`src/design/wtk_pkg.sv`:
```
// shared constants and types for the windowed top-k dot product search
package wtk_pkg;

	localparam int MAX_DIM_DEF      = 64;
	localparam int CORPUS_DEPTH_DEF = 4096;
	localparam int TOP_MAX_DEF      = 16;

	localparam logic [31:0] MAX_ID_DIFF_RST   = 32'd300000;
	localparam logic [4:0]  TOP_COUNT_RST     = 5'd10;
	localparam logic [6:0]  VECTOR_LENGTH_RST = 7'd64;

	localparam logic [1:0] REG_MAX_ID_DIFF   = 2'd0;
	localparam logic [1:0] REG_TOP_COUNT     = 2'd1;
	localparam logic [1:0] REG_VECTOR_LENGTH = 2'd2;

	localparam logic [1:0] FUNC_LOAD  = 2'd0;
	localparam logic [1:0] FUNC_QUERY = 2'd1;
	localparam logic [1:0] FUNC_CLEAR = 2'd2;

	localparam int SCORE_W = 40;
	localparam logic signed [63:0] SCORE_MAX = 64'sd549755813887;
	localparam logic signed [63:0] SCORE_MIN = -64'sd549755813888;

	typedef struct packed {
		logic clear;
		logic vld;
		logic last;
	} mac_ctl_t;

endpackage

```
`src/design/wtk_topk.sv`:
```
// best-first list of scores and ids, one sorted insert per cycle
module wtk_topk #(
	parameter int TOP_MAX = 16
) (
	input  logic                               clk,
	input  logic                               arst_n,
	input  logic                               clear,
	input  logic                               ins,
	input  logic signed [wtk_pkg::SCORE_W-1:0] ins_score,
	input  logic [31:0]                        ins_id,
	input  logic [$clog2(TOP_MAX+1)-1:0]       k,
	input  logic [$clog2(TOP_MAX+1)-1:0]       rd_idx,
	output logic [$clog2(TOP_MAX+1)-1:0]       kept,
	output logic signed [wtk_pkg::SCORE_W-1:0] rd_score,
	output logic [31:0]                        rd_id
);

	localparam int TOP_W = $clog2(TOP_MAX+1);
	localparam int IX_W  = (TOP_MAX > 1) ? $clog2(TOP_MAX) : 1;

	logic signed [wtk_pkg::SCORE_W-1:0] score_q [TOP_MAX];
	logic [31:0]                        id_q [TOP_MAX];
	logic [TOP_W-1:0]                   kept_q;
	logic [TOP_W-1:0]                   pos;

	// entries ahead of the new one form a prefix of the sorted list
	always_comb begin
		pos = '0;
		for (int i = 0; i < TOP_MAX; i++) begin
			if ((TOP_W'(i) < kept_q) && (score_q[i] >= ins_score)) begin
				pos = pos + TOP_W'(1);
			end
		end
	end

	always_ff @(posedge clk or negedge arst_n) begin
		if (!arst_n) begin
			kept_q <= '0;
		end else if (clear) begin
			kept_q <= '0;
		end else if (ins && (pos < k) && (kept_q < k)) begin
			kept_q <= kept_q + TOP_W'(1);
		end
	end

	always_ff @(posedge clk) begin
		if (ins && (pos < k)) begin
			for (int i = 0; i < TOP_MAX; i++) begin
				if (TOP_W'(i) == pos) begin
					score_q[i] <= ins_score;
					id_q[i]    <= ins_id;
				end else if ((TOP_W'(i) > pos) && (i > 0)) begin
					score_q[i] <= score_q[i-1];
					id_q[i]    <= id_q[i-1];
				end
			end
		end
	end

	assign kept     = kept_q;
	assign rd_score = score_q[rd_idx[IX_W-1:0]];
	assign rd_id    = id_q[rd_idx[IX_W-1:0]];

endmodule

```
`config.mk`:
```
export PLATFORM = sky130hd
export DESIGN_NAME = wtk_topk
export DESIGN_NICKNAME = d
export VERILOG_FILES = /design/src/design/wtk_pkg.sv /design/src/design/wtk_topk.sv
export SDC_FILE = /design/constraint.sdc
export NUM_CORES = 2
export LEC_CHECK = 0
export ABC_CLOCK_PERIOD_IN_PS = 23400
export BUFFER_PORTS_ARGS = -buffer_cell sky130_fd_sc_hd__buf_2
export CAP_MARGIN = 20
export CELL_PAD_IN_SITES_DETAIL_PLACEMENT = 0
export CELL_PAD_IN_SITES_GLOBAL_PLACEMENT = 1
export CORE_ASPECT_RATIO = 0.8
export CORE_UTILIZATION = 35
export DETAILED_ROUTE_END_ITERATION = 12
export PLACE_DENSITY_LB_ADDON = 0.12
export SLEW_MARGIN = 0
export SYNTH_ARGS = -nofsm -noshare
export SYNTH_HDL_FRONTEND = slang
export SYNTH_SLANG_ARGS = --single-unit
```
`constraint.sdc`:
```
create_clock -name clk -period 23.4 [get_ports clk]
set_input_delay 1.17 -clock clk [delete_from_list [all_inputs] [get_ports clk]]
set_output_delay 1.17 -clock clk [all_outputs]
set_load 0.02 [all_outputs]
```
==> summary.txt <==
Clock-pin slew on the worst setup and hold paths - 0.06 ns
Endpoints failing hold - 0
GP Congestion - 0.8807
Most common cell in the synthesized netlist - edfxtp_1
Grt ovf - 0
Chip Width - 512.9 µm
Detailed placer's ending HPWL - 166.6 mm
Starting DRT DRC Count - 3905
Vias in the first global route - 46180
Chip height - 410.7 µm
RR Endpoint - id_q[10][0]
RSZ-0062 raised after global routing - false
Syn avg cell area - 14.74 µm²
Area of the multi-input gates - 0.03689 mm²
Largest net degree at the start of global routing - 110
Min Hold Slack - 0.2023 ns
Leakage - 30.09 nW
Port Buf Inserts - 161
Initial core utilization - 35.35%
Fin Clk Skew - 0.04728 ns
Final Critical Period - 19.92 ns
Worst EP required - 23.91 ns
Final Power - 6.238 mW
Core area - 0.2068 mm²
Unique masters post-synth - 87
Final setup viols - 0
Placed insts - 7652
Simple-gate share of the synthesized area - 4.409%
Worst setup SP type - input pin
Nets@finish - 5830
Hold crit path type - input pin to asynchronous set/reset pin
Final design area excluding fillers - 0.08151 mm²
EDFF count, synth - 1152
Peak supply drop - 74.88 µV
First-pass GRT wire length - 351.9 mm
GRT Overall Usage - 23.17%
Asr flop ratio synth - 0.4322%
Achievable Freq - 0.05019 GHz
Post-route insts no fill - 7914
Detailed-route via count - 46430
Area leader, netlist - edfxtp_1
Post-CTS Hold Fix Bufs - 0
Ys flop type - edfxtp_1
Setup Fix Bufs, Post-CTS - 0
Share of layout cells above drive strength 1 - 33.00%
R2R depth - 66
Start of the worst register-to-register path - score_q[1][36]
Pwr Density - 76.53 mW/mm²
Mapped Cells - 4957
Fill count - 19250
Top-area cell type share of the netlist area - 47.34%
Clk sinks - 1157
Routed WL per cell - 31.05 µm
Placed cell areas - 0.07709 mm²
Syn_nets - 5707
CP Launch Point - ins_score[37]
YS warnings - 0
Critical Path End Type - register
Worst-path fanout max - 42
CP most frequent cell - ha_1
Post_cts resized - 0
Slew of the pin with the lowest slew margin - 1.241 ns
Crit Path Category - input pin to register
End of the critical path - id_q[10][0]
XOR/XNOR share of the synthesized area - 0.8903%
Final period util - 85.15%
Maximum clock path buffer count - 3
Adder-cell area share of the yosys netlist - 11.37%
TNS Setup - 0 ns
Post-DRT Antenna Nets - 0
Clock root cell - clkbuf_16
Largest family of logic cells by synthesized area - multiplexers
Register area share after synthesis - 47.51%
Mapped cell area - 0.07308 mm²
FP Rows - 149
R2R setup slack - 4.42 ns
Max-cap viol count - 0
First-pass DRT Iterations - 5
Crit path DAT - 20.43 ns
Boundary Pins - 163
Clock Latency Late Sink - 0.80 ns
Slew Limit Fails - 0
H-tree depth - 4
Antenna violations before repair - 39
Critical path's largest stage delay - 0.95 ns
Relative slew slack - 16.41%
Placement Setup Slack - 2.965 ns
TritonCTS buffer count - 141
Largest cells by area after synthesis - edfxtp_1, mux2_2, ha_1, mux4_2, mux2_1
Post-layout util - 39.43%
Compound-Gate Fraction of Synth Area - 5.541%
Mux contribution to synthesized area - 28.05%
Vias per inst - 5.866
Register area - 0.03472 mm²
CTS tree - done
Die ar. - 0.2106 mm²
Status - completed
Worst Setup Slack, final - 3.476 ns
Commonest cells in the netlist - edfxtp_1, mux2_2, ha_1
Layout area overhead - 11.55%
Final WL - 245.7 mm
DRC - 0
Seq cells post-synth - 1157
Worst path slowest cell - nand4_1
[where the power goes]
part           leakage, nW  internal (mW)  total (mW)  switching (mW)
combinational         16.6          0.578        1.31           0.727
sequential            11.3           2.59        2.77           0.176
clock                 2.14           1.22        2.17           0.944
[per-layer routing]
metal	global-route usage (%)	vias up	part of all wire [%]
met3	4.633	251	6.2
met4	4.412	16	1.8
met5	0	-	0.042
met2	35.19	1159	44
met1	34.18	24540	48
li1	-	20460	-
[state kept, by name (all words and copies together), names as in the netlist]
signal / flops
score_q: 640
id_q: 512
kept: 5
[critical path: cells and delay by family]
family	cells	cell delay (ns)
adders and majority gates	16	4.97
and+or+nand+nor	18	4.78
AOI/OAI and AO/OA	16	4.21
buffers and inverters	10	2.94
muxes	6	1.50
xor gates and xnor gates	2	0.67
[placed cells by master (no fill, tap or decap), types with 25 or more instances in the layout]
cell type	instances
nand2b_1	32
ha_1	664
mux2_2	855
nor2_1	95
nand4_1	129
a21oi_1	203
clkbuf_1	38
nand2_1	121
a211oi_1	32
nor2b_1	34
buf_2	157
nor3_1	31
buf_4	86
mux4_2	360
mux2_1	232
o21ai_0	96
a21o_1	114
nand3_1	65
xnor2_1	26
clkinv_1	25
edfxtp_1	1152
clkbuf_16	146
inv_1	104
[worst min-delay path by stage]
| stage | slack (ns) | depth (start not counted) | start | end |
|---|---|---|---|---|
| after CTS | 0.13 | 1 | arst_n | kept[3] |
| after floorplan | 0.53 | 1 | id_q[2][10] | id_q[3][10] |
| after detailed placement | 0.54 | 1 | id_q[8][3] | id_q[9][3] |
| after global placement | 0.53 | 1 | id_q[2][17] | id_q[3][17] |
| after global routing | 0.15 | 1 | arst_n | kept[3] |
| final | 0.20 | 1 | arst_n | kept[3] |
[logic make-up after synthesis]
family | Yosys count
compound gates | 622
xor+xnor | 53
fa+ha+maj | 664
buf+inv | 387
flops | 1157
mux | 1461
simple gates | 613
[layout make-up]
cell class / count / area share [%]
clock buffers: 184 / 4.657
inverters: 110 / 0.5372
flip-flops and latches: 1157 / 42.59
clock inverters: 64 / 0.7061
multi-input cells: 3413 / 45.26
repair buffers: 257 / 2.043
diodes: 11 / 0.03377
well taps: 2718 / 4.172
Note: power is estimated with default switching activity, not from simulation.
