$ cat src/design/wtk_ram.sv
// generic single write, single read ram with registered read data
module wtk_ram #(
	parameter int WIDTH = 16,
	parameter int DEPTH = 64
) (
	input  logic                     clk,
	input  logic                     we,
	input  logic [$clog2(DEPTH)-1:0] waddr,
	input  logic [WIDTH-1:0]         wdata,
	input  logic [$clog2(DEPTH)-1:0] raddr,
	output logic [WIDTH-1:0]         rdata
);

	logic [WIDTH-1:0] mem_q [DEPTH];
	logic [WIDTH-1:0] rdata_q;

	always_ff @(posedge clk) begin
		if (we) begin
			mem_q[waddr] <= wdata;
		end
		rdata_q <= mem_q[raddr];
	end

	assign rdata = rdata_q;

endmodule

$ cat config.mk
export PLATFORM = sky130hd
export DESIGN_NAME = wtk_ram
export DESIGN_NICKNAME = d
export VERILOG_FILES = /design/src/design/wtk_ram.sv
export SDC_FILE = /design/constraint.sdc
export NUM_CORES = 1
export LEC_CHECK = 0
export BUFFER_PORTS_ARGS = -buffer_cell sky130_fd_sc_hd__buf_4
export CAP_MARGIN = 20
export CORE_MARGIN = 2
export CORE_UTILIZATION = 70
export CTS_BUF_LIST = sky130_fd_sc_hd__clkbuf_8
export DETAILED_ROUTE_END_ITERATION = 12
export MAX_ROUTING_LAYER = met4
export PLACE_DENSITY_LB_ADDON = 0.08
export SYNTH_ARGS = -nofsm -noshare
export SYNTH_HDL_FRONTEND = slang
export SYNTH_SLANG_ARGS = --single-unit
$ cat constraint.sdc
create_clock -name clk -period 4.3 [get_ports clk]
set_input_delay 0.215 -clock clk [delete_from_list [all_inputs] [get_ports clk]]
set_output_delay 0.215 -clock clk [all_outputs]
set_load 0.01 [all_outputs]
==> flow_results.org, run 1 <==
** Yosys
- Post-synthesis average cell area :: between 20 and 25 um2
- The most used flip-flop cell after synthesis is sky130_fd_sc_hd__edfxtp_1.
- The mapped netlist covers 40000 um2.
- Counting flops with a built-in enable in the synthesized netlist gives roughly 1000.
- Top-count cell post-synth :: sky130_fd_sc_hd__edfxtp_1
- By area the synthesized netlist is led by sky130_fd_sc_hd__edfxtp_1 (77%), sky130_fd_sc_hd__mux4_2 (12%), sky130_fd_sc_hd__mux2i_1 (2.1%).
- In the synthesized netlist the async set-or-reset flop fraction comes to 0%.
- Most instantiated cells after synthesis :: sky130_fd_sc_hd__edfxtp_1 (1024), sky130_fd_sc_hd__mux4_2 (220), sky130_fd_sc_hd__mux2i_1 (85), sky130_fd_sc_hd__nor2_1 (72), sky130_fd_sc_hd__nand2_1 (59)
- After synthesis the netlist holds a flip-flop and latch count of around 1000.
- Count of warnings emitted by yosys :: 0
- For this run, the register share of the synthesized area comes to 77.6%.
- Cells after synthesis :: ~1800
- Portion of synthesized cell area occupied by the leading cell type :: 76.8%
- Synthesis instantiated 43 different standard cells from the library.
- The number of nets in the synthesized netlist is 1859.
- The biggest area contributor in the post-synthesis netlist is sky130_fd_sc_hd__edfxtp_1.

** Worst setup path
- In this run the critical register-to-register path is captured at rdata[4].
- Data on the critical path is required at its endpoint by 4.94 ns.
- Counting cells, the worst reg-to-reg path comes to 5.
- Cell with the largest stage delay on the worst path :: sky130_fd_sc_hd__a31oi_1
- The critical path ends at rdata[4].
- The critical path in this run is classified as flip-flop to flip-flop.
- The startpoint identified for the worst register-to-register timing path is mem_q[23][4].
- At the worst endpoint, the arrival time is roughly 3.0 ns.
- Traced cell by cell, the critical path runs through mux4_2, mux2i_1, a22oi_1, a31oi_1, a311oi_1.
- Category of the worst setup path capture point :: flip-flop
- In this run the register-to-register setup slack is between 1.5 and 2 ns.
- Critical path fanouts, max :: 1
- Critical path startpoint :: mem_q[23][4]
- The worst setup path is launched from a flip-flop.
- On the worst path, the slowest cell contributes a delay of 0.67 ns.

** CTS
- TritonCTS built the clock tree.
- Clock Sink Count :: 1040
- In this run the post-CTS setup repair buffer count came out at 0.
- CTS placed an instance of sky130_fd_sc_hd__clkbuf_8 at the clock tree root.
- Counting along the longest clock path gives a buffer depth of 3.
- After clock tree synthesis, the flow added hold-fix buffers numbering 19.
- Clock-pin slew was measured on the worst setup and hold paths at 0.06 ns.
- CTS built an H-tree with a depth of 4.
- Inserted Clock Buffers :: about 160
- Gates resized during post-CTS repair numbered 0.
- Worst-Skew Late Latency :: between 0.8 and 0.9 ns

** Power
- For this design the total switching power over the nets is 0.00440 W.
- VDD sags by at most 0.000370 V.
- Portion of total power attributed to the clock network :: between 30 and 40%
- The analysis attributes to cell leakage a power of 14.3 nW.
- Int Pwr :: around 0.015 W
- Portion of total power attributed to sequential cells :: between 50 and 60%
- Combinational group share of total power :: 5.3%
- In this run switching power makes up 22.5% of total power.
- Total power divided by cell area :: 440 nW/um2

** Global routing
- Antenna violations before repair :: 3
- Total routing usage reported by global routing :: between 30% and 40%
- Number of global-route vias before repair :: approximately 20000
- Entering global routing, the biggest net connects 80 pins.
- The first global-routing pass estimated 132000 um of wire.
- Remaining Overflow, GRT :: 0

** Layout
- Synthesis-to-layout area growth :: 10.8%
- Area of all placed cells without fillers :: ~44000 um2
- Nets :: 2066
- Cells fill 78.6% of the core in the end.
- In the final layout, the share of cells above drive strength 1 is between 20% and 30%.

** Detailed routing
- Detailed routing placed a total of 44400 um of wire on met2.
- Before antenna repair, the detailed router went through 7 iterations.
- For this block, the via count after detailed routing is 19600.
- DRC marker count from the first detailed-route iteration :: 2739
- In the routed design, unresolved DRC markers number 0.
- Routed WL :: 89200 um
- Signal routing reaches up to met4.
- Average detailed-routed wire length per instance :: 30.5 um
- Routed via count divided by cell count :: 6.71
- Total length of routed met3 wires :: 8120 um
- In this run the remaining antenna-violating nets after routing total 0.
- After detailed routing, the wire length on met1 is 33200 um.

** Placement
- Routability-driven placement finished with a final weighted congestion of 0.850.
- Area after DPL :: 41300 um2
- In this run the tool buffered the top-level ports with 45 buffer cells.
- Post-DP HPWL :: 50800 um

** Floorplanning
- The initial utilization of the core area, before any placement, comes to 70.9%.
- Vertical extent of the die :: approximately 240 um
- Row cnt :: 87
- In this run the standard cell core region covers 56500 um2.
- # IOs :: 46
- Area of the die :: 59100 um2
- Die Span X :: roughly 240 um

** Status
- Status :: finished clean

** STA
- For this run, the top clock speed supported by timing is 420 MHz.
- In the final timing run, aggregate negative setup slack is 0 ns.
- The total count of hold-check failures in the final report is 0.
- Part of the cycle the worst path needs :: 55.4%
- Measured against its own limit, the worst slew margin works out to 27.5%.
- For the pin with the worst max-slew slack, the measured transition is 1.09 ns.
- Final slew viol count :: 0
- Unrepaired setup endpoints after global routing :: false
- Clock skew on the completed layout was measured at approximately 0.025 ns.
- Final setup viols :: 0
- Min Clock Period, post-route :: 2.38 ns

** Flow run
- Count of maximum capacitance violations :: 0

** Worst hold path
- The startpoint identified for the worst hold timing path is waddr[0].
- The worst hold path belongs to the class primary input to flip-flop.
==> per-stage QoR <==
step / setup WS (ns) / hold slack, ns / instances / total power (W)
finish: 1.92 / 0.0564 / 2922 / 0.0195
floorplan: 2.05 / 0.314 / 1829 / 0.0120
global route: 1.77 / 0.0645 / 2921 / 0.0202
CTS: 1.87 / 0.0324 / 2917 / 0.0197
global placement: 0.990 / 0.621 / 2610 / 0.0125
detailed placement: 1.01 / 0.617 / 2610 / 0.0125
==> how the worst min path moves through the flow <==
stage | endpoint | slack (ns) | cells after the start
floorplan | mem_q[0][0] | 0.31 | 0
global placement | rdata[1] | 0.62 | 1
detailed placement | rdata[1] | 0.62 | 1
CTS | rdata[3] | 0.03 | 3
global route | mem_q[55][14] | 0.06 | 3
finish | mem_q[55][14] | 0.06 | 3
==> power groups by stage <==
stage                     logic, W  clock network [W]  registers [W]
after floorplan           0.000581                  0         0.0115
after global placement    0.000999                  0         0.0115
after detailed placement   0.00102                  0         0.0115
after CTS                  0.00104            0.00735         0.0113
after global routing       0.00109            0.00781         0.0113
final                      0.00104            0.00724         0.0113
==> flip-flops by register name, summed over array words and instances (netlist names) <==
name,count
rdata,16
mem_q,1024
==> cells in the final DEF, fill, tap and decap left out, drive strengths merged, types with 11 or more instances in the layout <==
| master | instances |
|---|---|
| edfxtp | 1024 |
| clkinv | 57 |
| a22oi | 39 |
| clkbuf | 160 |
| buf | 131 |
| a21oi | 17 |
| clkinvlp | 11 |
| nand2 | 60 |
| dfxtp | 16 |
| dlygate4sd3 | 19 |
| nor2 | 74 |
| nor2b | 30 |
| nand4 | 12 |
| inv | 60 |
| mux2i | 85 |
| mux2 | 27 |
| a221oi | 16 |
| mux4 | 224 |
| nand3 | 24 |
==> layer usage <==
metal  track usage, %  vias to the layer above
li1                 -                     8112
met1             44.8                    10200
met2             49.3                     1117
met3             6.06                      192
met4             13.9                        0
met5                -                        -
==> layout make-up <==
class / count / area (um2)
fill: 2850 / 12100
clock inverter: 129 / 608
tap: 756 / 946
timing repair buffer: 151 / 1270
multi-input combinational: 685 / 8290
sequential: 1040 / 31100
antenna: 2 / 5.00
clock buffer: 159 / 2190
==> critical path: cells and delay by family, from the launching register on <==
kind               cells  cell delay [ns]
AOI/OAI and AO/OA      3             0.95
DFF                    1             0.37
muxes                  2             0.91
==> cell families (layout without fill, tap and decap cells) <==
group           after synthesis  count (layout)  share of synthesized area (%)
simple gates                220             220                           2.65
other cells                   0               2                              0
compound gates              129             129                           2.41
mux                         336             336                           15.5
flops                      1040            1040                           77.6
buf+inv                     104             439                           1.83
(Power assumes the default switching activity.)
==> run 2, diff against run 1 <==
--- a/config.mk
+++ b/config.mk
@@ -8,7 +8,7 @@
 export BUFFER_PORTS_ARGS = -buffer_cell sky130_fd_sc_hd__buf_4
 export CAP_MARGIN = 20
 export CORE_MARGIN = 2
-export CORE_UTILIZATION = 70
+export CORE_UTILIZATION = 59
 export CTS_BUF_LIST = sky130_fd_sc_hd__clkbuf_8
 export DETAILED_ROUTE_END_ITERATION = 12
 export MAX_ROUTING_LAYER = met4
==> constraint.sdc (replaced) <==
create_clock -name clk -period 2 [get_ports clk]
set_input_delay 0.1 -clock clk [delete_from_list [all_inputs] [get_ports clk]]
set_output_delay 0.1 -clock clk [all_outputs]
set_load 0.01 [all_outputs]
==> run 2 against run 1 <==
  * First-iteration DRC count fell by 19%
  * Final area rose by 4.6%
  * Flip-flop and latch count did not move
  * Largest power group unchanged
==> flow_results.org, run 2 (synthesized netlist as in run 1, its figures left out) <==
** Layout
- The proportion of layout cells with a drive suffix above 1 came to 31.8% (+4.2 points).
- The post-route cell area is 46400 um2 (+4.6%).
- Nets :: 2226 (+7.7%)
- The library cell used most frequently in the layout, excluding fill and tap cells, is sky130_fd_sc_hd__edfxtp_1.
- The library cells used most frequently in the layout, excluding fill and tap cells, are sky130_fd_sc_hd__edfxtp_1 (1024), sky130_fd_sc_hd__buf_4 (228), sky130_fd_sc_hd__mux4_2 (220), sky130_fd_sc_hd__clkbuf_8 (169), sky130_fd_sc_hd__mux2i_1 (83).
- The flip-flop count of the largest register, all copies and words added came to 1024 (unchanged).
- Register ranked first by flip-flop count :: mem_q
- Number of cells in the finished layout apart from fillers :: 3204 (+9.7%)
- Synthesis-to-layout area growth :: 15.9%

** STA
- Setup repair after global routing could not meet its margin everywhere.
- Worst slew pin tran :: 0.834 ns (-0.252 ns)
- Hold_ws :: 0.0690 ns (+0.0125 ns)
- The total count of hold-check failures in the final report was 0 (unchanged).
- Post-route clock skew :: 0.0245 ns (-0.000472 ns)
- The final critical-path share of the clock period came to 98.1% (+43 points).
- The least setup slack across all paths after layout was 0.0372 ns (-1.88 ns).
- The post-route minimum period came to 1.96 ns (-0.420 ns).
- Final slew viol count :: 0 (unchanged)
- Headroom to the max-slew limit :: 44.4% (+17 points)
- The top achievable clock speed was 509 MHz (+21%).
- The final count of negative-setup-slack endpoints was 0 (unchanged).

** Worst setup path
- Cell with the largest stage delay on the worst path :: sky130_fd_sc_hd__mux4_2
- STA classifies the critical path endpoint as a flip-flop.
- Critical path fanouts, max :: 1 (unchanged)
- Critical path startpoint category :: flip-flop
- In this design, the critical path's most frequently occurring cell is sky130_fd_sc_hd__buf_4.
- Sequence of cells on the critical path :: mux4_2, mux2i_1, buf_4, a22oi_1, a31oi_1, buf_4, a311oi_1
- Longest individual stage delay on the worst path :: 0.50 ns (-0.17 ns)
- The worst setup path is of the flip-flop to flip-flop kind.
- Data arrival, critical path :: 2.63 ns (-0.39 ns)
- The register-to-register path setup slack was 0.04 ns (-1.88 ns).
- Critical path required time :: 2.66 ns (-2.28 ns)

** Floorplanning
- # IOs :: 46 (unchanged)
- Placeable core region :: 67200 um2 (+19%)
- Row cnt :: 95 (+9.2%)
- Initial core utilization :: 59.6% (-11 points)
- The die footprint was 70000 um2 (+18%).
- The horizontal die dimension was 265 um (+8.8%).
- Vertical extent of the die :: 265 um (+8.8%)

** Detailed routing
- Routed via count divided by cell count :: 6.27 (-6.6%)
- Number of remaining DRC errors :: 0 (unchanged)
- The overall routed net length was 93300 um (+4.6%).
- Number of iterations in the first detailed-routing pass :: 7 (unchanged)
- DRC marker count from the first detailed-route iteration :: 2218 (-19%)
- The vias after detailed routing is 20100 (+2.4%).
- Average detailed-routed wire length per instance :: 29.1 um (-4.6%)
- Antenna Violating Nets Remaining :: 0 (unchanged)

** Power
- Portion of total power attributed to the clock network :: 37.2% (about the same)
- The net switching component of the power came to 0.00953 W (+120%).
- The proportion of power drawn by flip-flops and latches came to 56.7% (-0.9 points).
- The switching part of the total power is 22.3% (-0.20 points).
- The maximum resistive drop on vdd is 0.000701 V (+90%).
- Int Pwr :: 0.0332 W (+120%)
- Total power divided by cell area :: 920 nW/um2 (+110%)
- The power share of the combinational group came to 6.0% (+0.7 points).
- The leakage power of the design was 15.3 nW (+6.8%).
- Total power of the final layout :: 0.0427 W (+120%)

** Worst hold path
- The tightest min-delay check is of the primary input to flip-flop type.

** Status
- Status :: finished clean

** Placement
- The routability congestion estimate from global placement was 0.817 (-3.8%).
- The placed wire-length estimate came to 55700 um (+9.7%).
- Count of placed standard cells including taps :: 2880 (+10%)
- The post-placement worst setup slack came to -0.541 ns (-1.55 ns).
- Area after DPL :: 43100 um2 (+4.4%)
- # port buffers :: 45 (unchanged)

** CTS
- The count of clock tree sinks was 1040 (unchanged).
- The maximum number of buffers from clock root to sink was 3 (unchanged).
- Htree depth :: 4 (unchanged)
- Inserted Clock Buffers :: 161 (+1.9%)
- Master cell of the clock root buffer :: sky130_fd_sc_hd__clkbuf_8
- TritonCTS built the clock tree.
- The insertion delay of the later-clocked pin in the worst-skew pair was 0.81 ns (about the same).
- The clock input transition at the sequential cells of the worst setup and hold paths is 0.06 ns (about the same).

** Global routing
- Wire length of the first global-routing pass :: 136000 um (+3.0%)
- The aggregate global-route resource usage was 28.2% (-4.4 points).
- Number of global-route vias before repair :: 20300 (+1.8%)
- The total overflow reported by the global router came to 0 (unchanged).
- The pin count of the biggest net entering global routing was 65 (-19%).
- The number of antenna violations at the first check in global routing was 2 (-1).

** Flow run
- Count of maximum capacitance violations :: 0 (unchanged)
## run 2: changes by cell type in the layout (fill, tap and decap cells not counted), sizes merged
cell / previous run / this run
clkinv: 57 / 55
buf: 131 / 281
clkinvlp: 11 / 5
inv: 60 / 65
diode: 2 / 4
dlygate4sd3: 19 / 26
clkbuf: 160 / 169
## run 2: power groups by stage
stage          logic [W]  clock network (W)  registers (W)
2_1_floorplan    0.00125                  0         0.0246
3_5_place_dp     0.00252                  0         0.0247
5_1_grt          0.00273             0.0171         0.0242
6_report         0.00258             0.0159         0.0242
4_1_cts          0.00258             0.0162         0.0242
3_3_place_gp     0.00249                  0         0.0247
## run 2: cell type report
| class | instances | area (um2) |
|---|---|---|
| diodes | 4 | 10.0 |
| clock buffers | 168 | 2310 |
| clock inverters | 126 | 566 |
| fillers | 4258 | 20800 |
| multi-input cells | 685 | 8350 |
| flip-flops and latches | 1040 | 31100 |
| well taps | 873 | 1090 |
| repair buffers | 308 | 3010 |
## run 2: repair_timing
action / 4_1_cts / 5_1_grt
setup buffers: 0 / 0
setup endpoints to repair: 5 / 5
hold buffers: 26 / 0
hold endpoints to repair: 1177 / 0
pin swaps: 3 / 8
gates resized for setup: 9 / 9
## run 2: through the flow
stage	setup TNS [ns]	util, %
6_report	0	69.1
4_1_cts	-0.000485	69.0
3_3_place_gp	-4.60	64.2
5_1_grt	-0.0145	69.1
3_5_place_dp	-4.82	64.2
2_1_floorplan	-6.95	-
## run 2: layer usage
metal / GRT usage [%] / up-vias / wire [um]
li1: - / 8451 / -
met2: 44.7 / 804 / 46900
met1: 38.6 / 10700 / 38300
met3: 4.76 / 139 / 5970
met4: 7.79 / 0 / 2080
met5: - / - / 0
## run 2: path summary, 6_finish.rpt
check,start,end,depth (start not counted)
worst max register to register,mem_q[21][0],rdata[0],7
worst min-delay path,waddr[5],mem_q[55][2],4
worst max-delay path,mem_q[21][0],rdata[0],7
worst min register to register,mem_q[26][2],rdata[2],4
## run 2: worst max-delay path: cells and delay by family, from the launching register on
family	cells	cell delay (ns)
buffers and inverters	2	0.40
flip-flops	1	0.37
multiplexers	2	0.67
AO/OA/AOI/OAI	3	0.39
