## src/design/wtk_pkg.sv

```systemverilog
// shared constants and types for the windowed top-k dot product search
package wtk_pkg;

	localparam int MAX_DIM_DEF      = 64;
	localparam int CORPUS_DEPTH_DEF = 4096;
	localparam int TOP_MAX_DEF      = 16;

	localparam logic [31:0] MAX_ID_DIFF_RST   = 32'd300000;
	localparam logic [4:0]  TOP_COUNT_RST     = 5'd10;
	localparam logic [6:0]  VECTOR_LENGTH_RST = 7'd64;

	localparam logic [1:0] REG_MAX_ID_DIFF   = 2'd0;
	localparam logic [1:0] REG_TOP_COUNT     = 2'd1;
	localparam logic [1:0] REG_VECTOR_LENGTH = 2'd2;

	localparam logic [1:0] FUNC_LOAD  = 2'd0;
	localparam logic [1:0] FUNC_QUERY = 2'd1;
	localparam logic [1:0] FUNC_CLEAR = 2'd2;

	localparam int SCORE_W = 40;
	localparam logic signed [63:0] SCORE_MAX = 64'sd549755813887;
	localparam logic signed [63:0] SCORE_MIN = -64'sd549755813888;

	typedef struct packed {
		logic clear;
		logic vld;
		logic last;
	} mac_ctl_t;

endpackage

```

## src/design/wtk_mac.sv

```systemverilog
// shared multiply-accumulate unit with a registered product stage
module wtk_mac #(
	parameter int ACC_W = 41
) (
	input  logic                    clk,
	input  logic                    arst_n,
	input  wtk_pkg::mac_ctl_t       ctl,
	input  logic signed [15:0]      a,
	input  logic signed [15:0]      b,
	output logic signed [ACC_W-1:0] acc,
	output logic                    done
);

	logic signed [31:0]      prod_s2;
	logic                    vld_s2;
	logic                    last_s2;
	logic signed [ACC_W-1:0] acc_q;
	logic                    done_q;

	always_ff @(posedge clk or negedge arst_n) begin
		if (!arst_n) begin
			vld_s2  <= 1'b0;
			last_s2 <= 1'b0;
			done_q  <= 1'b0;
		end else begin
			vld_s2  <= ctl.vld && !ctl.clear;
			last_s2 <= ctl.vld && ctl.last && !ctl.clear;
			done_q  <= vld_s2 && last_s2 && !ctl.clear;
		end
	end

	always_ff @(posedge clk) begin
		prod_s2 <= a * b;
		if (ctl.clear) begin
			acc_q <= '0;
		end else if (vld_s2) begin
			acc_q <= acc_q + ACC_W'(prod_s2);
		end
	end

	assign acc  = acc_q;
	assign done = done_q;

endmodule

```

## config.mk

```make
export PLATFORM = sky130hd
export DESIGN_NAME = wtk_mac
export DESIGN_NICKNAME = d
export VERILOG_FILES = /design/src/design/wtk_pkg.sv /design/src/design/wtk_mac.sv
export SDC_FILE = /design/constraint.sdc
export NUM_CORES = 1
export LEC_CHECK = 0
export BUFFER_PORTS_ARGS = -buffer_cell sky130_fd_sc_hd__buf_2
export CAP_MARGIN = 20
export CORE_AREA = 2 2 156 158
export CTS_BUF_LIST = sky130_fd_sc_hd__clkbuf_16
export DETAILED_ROUTE_END_ITERATION = 12
export DIE_AREA = 0 0 158 160
export PLACE_DENSITY = 0.89
export SETUP_SLACK_MARGIN = 0.3
export SLEW_MARGIN = 5
export SYNTH_ARGS = -nofsm -noshare
export SYNTH_HDL_FRONTEND = slang
export SYNTH_SLANG_ARGS = --single-unit
```

## constraint.sdc

```tcl
create_clock -name clk -period 4.24 [get_ports clk]
set_clock_uncertainty 0.15 [all_clocks]
set_input_delay 0 -clock clk [delete_from_list [all_inputs] [get_ports clk]]
set_output_delay 0 -clock clk [all_outputs]
set_load 0.05 [all_outputs]
```

==> qor.log, run 1 <==
[outcome] outcome complete, but fails checks
[outcome] failing checks setup timing
[routing] drt initial violations 1395
[logic_synthesis] number of distinct library cells after synthesis 71
[place] area after detailed placement 16140 µm²
[final_layout] finished layout cell area 17670 µm²
[clock_network] number of buffers between clock root and the deepest sink 2
[logic_synthesis] cell types with the largest area share after synthesis sky130_fd_sc_hd__fa_1, sky130_fd_sc_hd__ha_1, sky130_fd_sc_hd__dfxtp_1, sky130_fd_sc_hd__inv_1, sky130_fd_sc_hd__and2_1
[sta] transition time of the tightest slew-check pin 0.9341 ns
[logic_synthesis] flip-flop cell with the highest count after synthesis sky130_fd_sc_hd__dfxtp_1
[clock_network] buffer cell driving the clock tree root sky130_fd_sc_hd__clkbuf_16
[place] number of I/O port buffers 78
[logic_synthesis] flip-flop and latch count after synthesis 76
[critical_path] endpoint class of the critical path register
[final_layout] fraction of final layout cells sized beyond drive strength 1 0.2670
[logic_synthesis] combined area of all synthesized cells 13930 µm²
[floorplan] Total Die Area 25280 µm²
[grt] via count of the first global-routing pass 13287
[sta] endpoints failing hold 0
[logic_synthesis] number of nets produced by synthesis 1943
[grt] leftover overflow at the end of global routing 0
[grt] antenna violations before repair 0
[logic_synthesis] Yosys warnings 0
[place] placer's final routability congestion estimate 0.9495
[critical_path] startpoint type of the worst setup path input pin
[routing] DR pass1 iterations 8
[final_layout] Layout Area Growth over Synthesis 26.88%
[logic_synthesis] EDFF count, synth 0
[clock_network] number of clock buffers inserted by TritonCTS 9
[logic_synthesis] share of async-settable or async-resettable flops after synthesis 0.03947
[critical_path] Worst Reg2Reg Path Length in Cells 12
[logic_synthesis] Mapped Avg Cell Area 9.158 µm²
[logic_synthesis] cell with the most instances after synthesis sky130_fd_sc_hd__inv_1
[sta] worst setup slack after layout -1.407 ns
[critical_path] CP Data Arrival Time 5.74 ns
[sta] Slew Limit Headroom 0.3773
[routing] wire length after detailed routing 46400 µm
[clock_network] TritonCTS clock tree built
[critical_path] termination of the worst setup path prod_s2[31]
[place] half-perimeter wire length after detailed placement 30620 µm
[floorplan] initial core utilization 0.5848
[critical_path] required time of the worst setup path 4.33 ns
[sta] achievable frequency 177.1 MHz
[grt] global router's overall resource usage 0.3326
[flow_run] max-cap violation count 0
[final_layout] area of all sequential standard cells 1538 µm²
[critical_path] Register-to-Register Setup Slack 0.76 ns
[hold_path] worst hold-check path type in -> reg
[critical_path] worst reg2reg path startpoint acc[0]
[critical_path] worst-path fanout max 5
[logic_synthesis] synthesized instance count 1521
[routing] number of nets with antenna violations after detailed routing 0
[sta] count of final max-slew check failures 0
[logic_synthesis] Yosys top cell by area sky130_fd_sc_hd__fa_1
[sta] time the final worst path needs with I/O delays and setup 5.647 ns
[sta] Fin Setup TNS -20.35 ns
[floorplan] IO Pins 79
[routing] via density per instance 6.145
[final_layout] number of inserted filler cells in the final layout 1429
[grt] first-pass GRT wire length 66190 µm
[clock_network] clk_lat worst skew 0.34 ns
[floorplan] die outline width 158 µm
[floorplan] core area 23820 µm²
[logic_synthesis] area share of the largest cell type after synthesis 0.3780
[final_layout] net count of the finished layout 2207
[floorplan] Vert. Die Dim 160 µm
[sta] Final setup violation count 22
[routing] average detailed-routed wire length per instance 21.95 µm
[critical_path] Crit Reg-Reg Endpoint acc[40]
[clock_network] clock-pin transition on the worst setup and hold timing paths 0.06 ns
[critical_path] Crit Path Class in -> reg
[floorplan] placement row count 57
[grt] pin count of the biggest net entering global routing 48
[clock_network] H-tree lvl count 3
[logic_synthesis] fraction of the yosys area taken by sequential cells 0.1103
[critical_path] launching element of the worst setup path b[3]
[final_layout] multi-input logic area 11830 µm²
[routing] detailed-route via count 12990
[sta] final worst-path cycle share 1.332
[clock_network] number of sinks driven by the clock tree 76
[final_layout] Antenna Cells 0
[logic_synthesis] Commonest cells post-synth sky130_fd_sc_hd__inv_1, sky130_fd_sc_hd__fa_1, sky130_fd_sc_hd__nand2_1
[sta] unrepaired setup endpoints after global routing true
[routing] count of unresolved DRC violations after routing 0
[cell usage in the layout, fill, tap and decap left out, drive strengths merged, types with 33 or more instances in the layout]
cell type  instances
buf              292
inv              290
fa               263
nand2            143
and2             129
ha               122
dfxtp             73
nor2              73
a21oi             60
xnor2             43
o21ai             33
[cells by family after synthesis]
| kind of cell | Yosys count | share of synthesized area |
|---|---|---|
| simple gates | 426 | 0.1513 |
| buf+inv | 336 | 0.09054 |
| compound gates | 219 | 0.1087 |
| flops | 76 | 0.1103 |
| fa+ha+maj | 385 | 0.4876 |
| xor+xnor | 59 | 0.03710 |
| mux | 20 | 0.01455 |
[layer usage]
| layer | global-route usage | wire length [µm] | vias up |
|---|---|---|---|
| met2 | 0.5844 | 22500 | 1043 |
| met5 | 0 | 0 | - |
| met1 | 0.3983 | 15770 | 6221 |
| met3 | 0.05210 | 4338 | 379 |
| li1 | - | - | 5347 |
| met4 | 0.1544 | 3786 | 0 |
[layout make-up]
class	count	area share
clock buffer	9	0.01274
clock inverter	7	0.004601
inverter	290	0.06187
multi-input combinational	1109	0.6690
sequential	76	0.08700
tap	324	0.02294
timing repair buffer	299	0.1418
[worst min-delay path by stage]
stage | startpoint | endpoint | slack (ns) | cells past startpoint
after floorplan | arst_n | done | -0.45 | 0
after global placement | arst_n | last_s2 | -0.36 | 1
after detailed placement | arst_n | done | -0.35 | 1
after CTS | a[0] | prod_s2[0] | 0.01 | 3
after global routing | a[0] | prod_s2[0] | 0.05 | 3
final | b[1] | prod_s2[1] | 0.06 | 4
[worst max-delay path, cell delays in order]
cell and delay, ns:
sky130_fd_sc_hd__buf_12 0.11, sky130_fd_sc_hd__buf_6 0.11, sky130_fd_sc_hd__and2_4 0.15, sky130_fd_sc_hd__fa_2 0.64, sky130_fd_sc_hd__buf_4 0.14, sky130_fd_sc_hd__fa_2 0.45
sky130_fd_sc_hd__fa_2 0.41, sky130_fd_sc_hd__fa_1 0.49, sky130_fd_sc_hd__fa_1 0.60, sky130_fd_sc_hd__inv_1 0.08, sky130_fd_sc_hd__fa_1 0.50, sky130_fd_sc_hd__inv_2 0.05
sky130_fd_sc_hd__ha_4 0.21, sky130_fd_sc_hd__a21oi_2 0.16, sky130_fd_sc_hd__o21bai_1 0.12, sky130_fd_sc_hd__a21o_1 0.22, sky130_fd_sc_hd__a2111oi_4 0.39, sky130_fd_sc_hd__o21bai_2 0.18
sky130_fd_sc_hd__a31oi_4 0.23, sky130_fd_sc_hd__o2111ai_1 0.12, sky130_fd_sc_hd__a21oi_1 0.18, sky130_fd_sc_hd__xnor2_1 0.18
[registers in the layout, summed over array words and instances (netlist names)]
| name | flops |
|---|---|
| acc | 41 |
| done | 1 |
| last_s2 | 1 |
| prod_s2 | 32 |
| vld_s2 | 1 |
[metrics by stage]
step           hold WS [ns]  cells  setup slack [ns]    util
2_1_floorplan       -0.4456   1521            -1.367       -
3_3_place_gp        -0.3555   2053            -1.548  0.6775
3_5_place_dp        -0.3513   2053            -1.759  0.6775
4_1_cts             0.01063   2098            -1.166  0.7231
5_1_grt             0.04940   2114            -1.550  0.7420
6_report            0.05887   2114            -1.407  0.7420
[repair_timing]
item                                    in CTS  in global routing
hold buffers                                 5                  0
pin swaps                                   74                 75
gates cloned                                 2                  1
endpoints found under the setup margin      23                 24
gates resized for setup                    155                 87
endpoints found under the hold margin        5                  0
setup buffers                               22                 15
Power of run 1 is not shown: default switching activity piles up to over one toggle a cycle in this logic, so the estimate is an artifact.
==> inputs of run 2 (changes only) <==
--- a/config.mk
+++ b/config.mk
@@ -17,3 +17,4 @@
 export SYNTH_ARGS = -nofsm -noshare
 export SYNTH_HDL_FRONTEND = slang
 export SYNTH_SLANG_ARGS = --single-unit
+export TNS_END_PERCENT = 30
==> run 2 against run 1 <==
  * Global-route usage up 0.054 points
  * Final cell count down 1.5%
  * Fmax down 3.1%
  * Critical path depth down 1
  * Critical endpoint is now prod_s2[25]
  * Wire length down 4.6%
  * Non-clock buffer count down 30
  * Die area unchanged
  * Sequential share of layout area up 0.31 points
  * Clock-buffer cell count unchanged
  * Critical path type unchanged
  * Flip-flop and latch count unchanged
  * The flow still finishes with violations (setup timing)
  * Hold slack better by 0.0020 ns
==> qor.log, run 2 (same netlist as run 1, synthesis figures left out) <==
[outcome] failing checks setup timing
[hold_path] source of the worst hold timing path a[0]
[critical_path] launching element of the worst setup path b[4]
[grt] pin count of the biggest net entering global routing 48
[floorplan] IO Pins 79
[final_layout] commonest non-fill, non-tap cell in the layout sky130_fd_sc_hd__inv_1
[clock_network] clock-pin transition on the worst setup and hold timing paths 0.06 ns
[critical_path] Register-to-Register Setup Slack 0.72 ns
[routing] DR pass1 iterations 6
[place] half-perimeter wire length after detailed placement 29550 µm
[final_layout] most used cells in the layout excluding fill and tap cells sky130_fd_sc_hd__inv_1, sky130_fd_sc_hd__fa_1, sky130_fd_sc_hd__buf_4, sky130_fd_sc_hd__nand2_1, sky130_fd_sc_hd__ha_1
[floorplan] core area 23820 µm²
[clock_network] clk_lat worst skew 0.33 ns
[final_layout] Antenna Cells 0
[critical_path] Crit Reg-Reg Endpoint acc[40]
[critical_path] Worst Reg2Reg Path Length in Cells 12
[critical_path] CP Data Arrival Time 5.90 ns
[flow_run] max-cap violation count 0
[critical_path] worst-path fanout max 9
[critical_path] required time of the worst setup path 4.31 ns
[clock_network] number of sinks driven by the clock tree 76
[critical_path] startpoint type of the worst setup path input pin
[grt] global router's overall resource usage 0.3332
[sta] endpoints failing hold 0
[final_layout] Largest register FFs 41
[sta] Final setup violation count 22
[hold_path] Worst Hold Endpoint prod_s2[0]
[sta] worst setup slack after layout -1.588 ns
[sta] unrepaired setup endpoints after global routing true
[grt] antenna violations before repair 0
[critical_path] Crit Path Class in -> reg
[sta] Slew Limit Headroom 0.2598
[routing] drt initial violations 1334
[floorplan] die outline width 158 µm
[final_layout] Layout Area Growth over Synthesis 22.49%
[clock_network] number of buffers between clock root and the deepest sink 2
[grt] first-pass GRT wire length 66370 µm
[sta] count of final max-slew check failures 0
[floorplan] Total Die Area 25280 µm²
[sta] transition time of the tightest slew-check pin 1.110 ns
[outcome] outcome complete, but fails checks
[final_layout] net count of the finished layout 2177
[critical_path] worst reg2reg path startpoint acc[0]
[routing] average detailed-routed wire length per instance 21.24 µm
[clock_network] H-tree lvl count 3
[clock_network] buffer cell driving the clock tree root sky130_fd_sc_hd__clkbuf_16
[clock_network] number of clock buffers inserted by TritonCTS 9
[routing] number of nets with antenna violations after detailed routing 0
[routing] detailed-route via count 12724
[place] placer's final routability congestion estimate 0.9614
[grt] leftover overflow at the end of global routing 0
[routing] wire length after detailed routing 44250 µm
[routing] via density per instance 6.108
[clock_network] TritonCTS clock tree built
[sta] final worst-path cycle share 1.374
[final_layout] number of inserted filler cells in the final layout 1524
[place] minimum setup slack after placement -1.792 ns
[sta] achievable frequency 171.6 MHz
[floorplan] Vert. Die Dim 160 µm
[final_layout] fraction of final layout cells sized beyond drive strength 1 0.2246
[place] number of I/O port buffers 78
[hold_path] Worst Hold Depth 3
[floorplan] placement row count 57
[routing] count of unresolved DRC violations after routing 0
[sta] time the final worst path needs with I/O delays and setup 5.828 ns
[hold_path] worst hold-check path type in -> reg
[critical_path] endpoint class of the critical path register
[floorplan] initial core utilization 0.5848
[grt] via count of the first global-routing pass 13744
[run 2: cell types whose count changed in the layout (fill, tap and decap cells not counted), sizes merged]
cell / previous run / this run
clkinv: 5 / 4
buf: 292 / 261
clkinvlp: 0 / 1
inv: 290 / 291
dlygate4sd3: 5 / 6
bufinv: 2 / 0
[run 2: layout make-up]
| class | count | area, µm² | share of cell area |
|---|---|---|---|
| well taps | 324 | 405.4 | 0.02376 |
| clock inverters | 6 | 40.04 | 0.002347 |
| repair buffers | 269 | 2161 | 0.1266 |
| flip-flops and latches | 76 | 1538 | 0.09012 |
| multi-input cells | 1109 | 11600 | 0.6798 |
| clock buffers | 9 | 225.2 | 0.01320 |
| inverters | 290 | 1094 | 0.06409 |
[run 2: critical path, stage by stage]
cell and delay [ns]:
sky130_fd_sc_hd__buf_8 0.12, sky130_fd_sc_hd__and2_1 0.17, sky130_fd_sc_hd__fa_1 0.54, sky130_fd_sc_hd__inv_1 0.05
sky130_fd_sc_hd__fa_2 0.45, sky130_fd_sc_hd__fa_1 0.53, sky130_fd_sc_hd__inv_1 0.08, sky130_fd_sc_hd__fa_1 0.71
sky130_fd_sc_hd__fa_1 0.30, sky130_fd_sc_hd__inv_1 0.08, sky130_fd_sc_hd__fa_1 0.67, sky130_fd_sc_hd__inv_1 0.13
sky130_fd_sc_hd__ha_4 0.32, sky130_fd_sc_hd__nand2_1 0.15, sky130_fd_sc_hd__o21ai_4 0.22, sky130_fd_sc_hd__a22o_1 0.22
sky130_fd_sc_hd__buf_4 0.12, sky130_fd_sc_hd__a31oi_1 0.04, sky130_fd_sc_hd__a211o_1 0.30, sky130_fd_sc_hd__o311a_1 0.41
sky130_fd_sc_hd__o311ai_1 0.28
[run 2: metrics by stage]
stage	area, µm²	utilization	TNS (ns)	hold WS [ns]	instances
after floorplan	14140	-	-14.15	-0.4456	1521
after global placement	15910	0.6680	-21.90	-0.3562	2036
after detailed placement	15910	0.6680	-25.03	-0.3531	2036
after CTS	16850	0.7074	-14.51	0.02260	2078
after global routing	17060	0.7163	-24.67	0.04605	2083
final	17060	0.7163	-22.43	0.06083	2083
[run 2: timing repair]
| item | CTS | global route |
|---|---|---|
| pin swaps | 88 | 28 |
| endpoints found under the setup margin | 23 | 23 |
| hold buffers | 6 | 0 |
| gates cloned | 1 | 0 |
| gates resized for setup | 132 | 51 |
| setup buffers | 20 | 5 |
| hold endpoints to repair | 6 | 0 |
[run 2: worst max path at each step]
| stage | slack, ns | end |
|---|---|---|
| global route | -1.71 | prod_s2[30] |
| finish | -1.59 | prod_s2[25] |
| CTS | -1.15 | prod_s2[30] |
| global placement | -1.54 | prod_s2[30] |
| detailed placement | -1.79 | prod_s2[30] |
| floorplan | -1.37 | prod_s2[30] |
[run 2: routing by layer]
layer	GRT usage	vias to the layer above	wire (µm)
met3	0.06893	361	4076
li1	-	5273	-
met5	0	-	0
met2	0.5785	927	21890
met4	0.2093	0	3929
met1	0.3699	6163	14350
Power of run 2 is left out for the same reason.
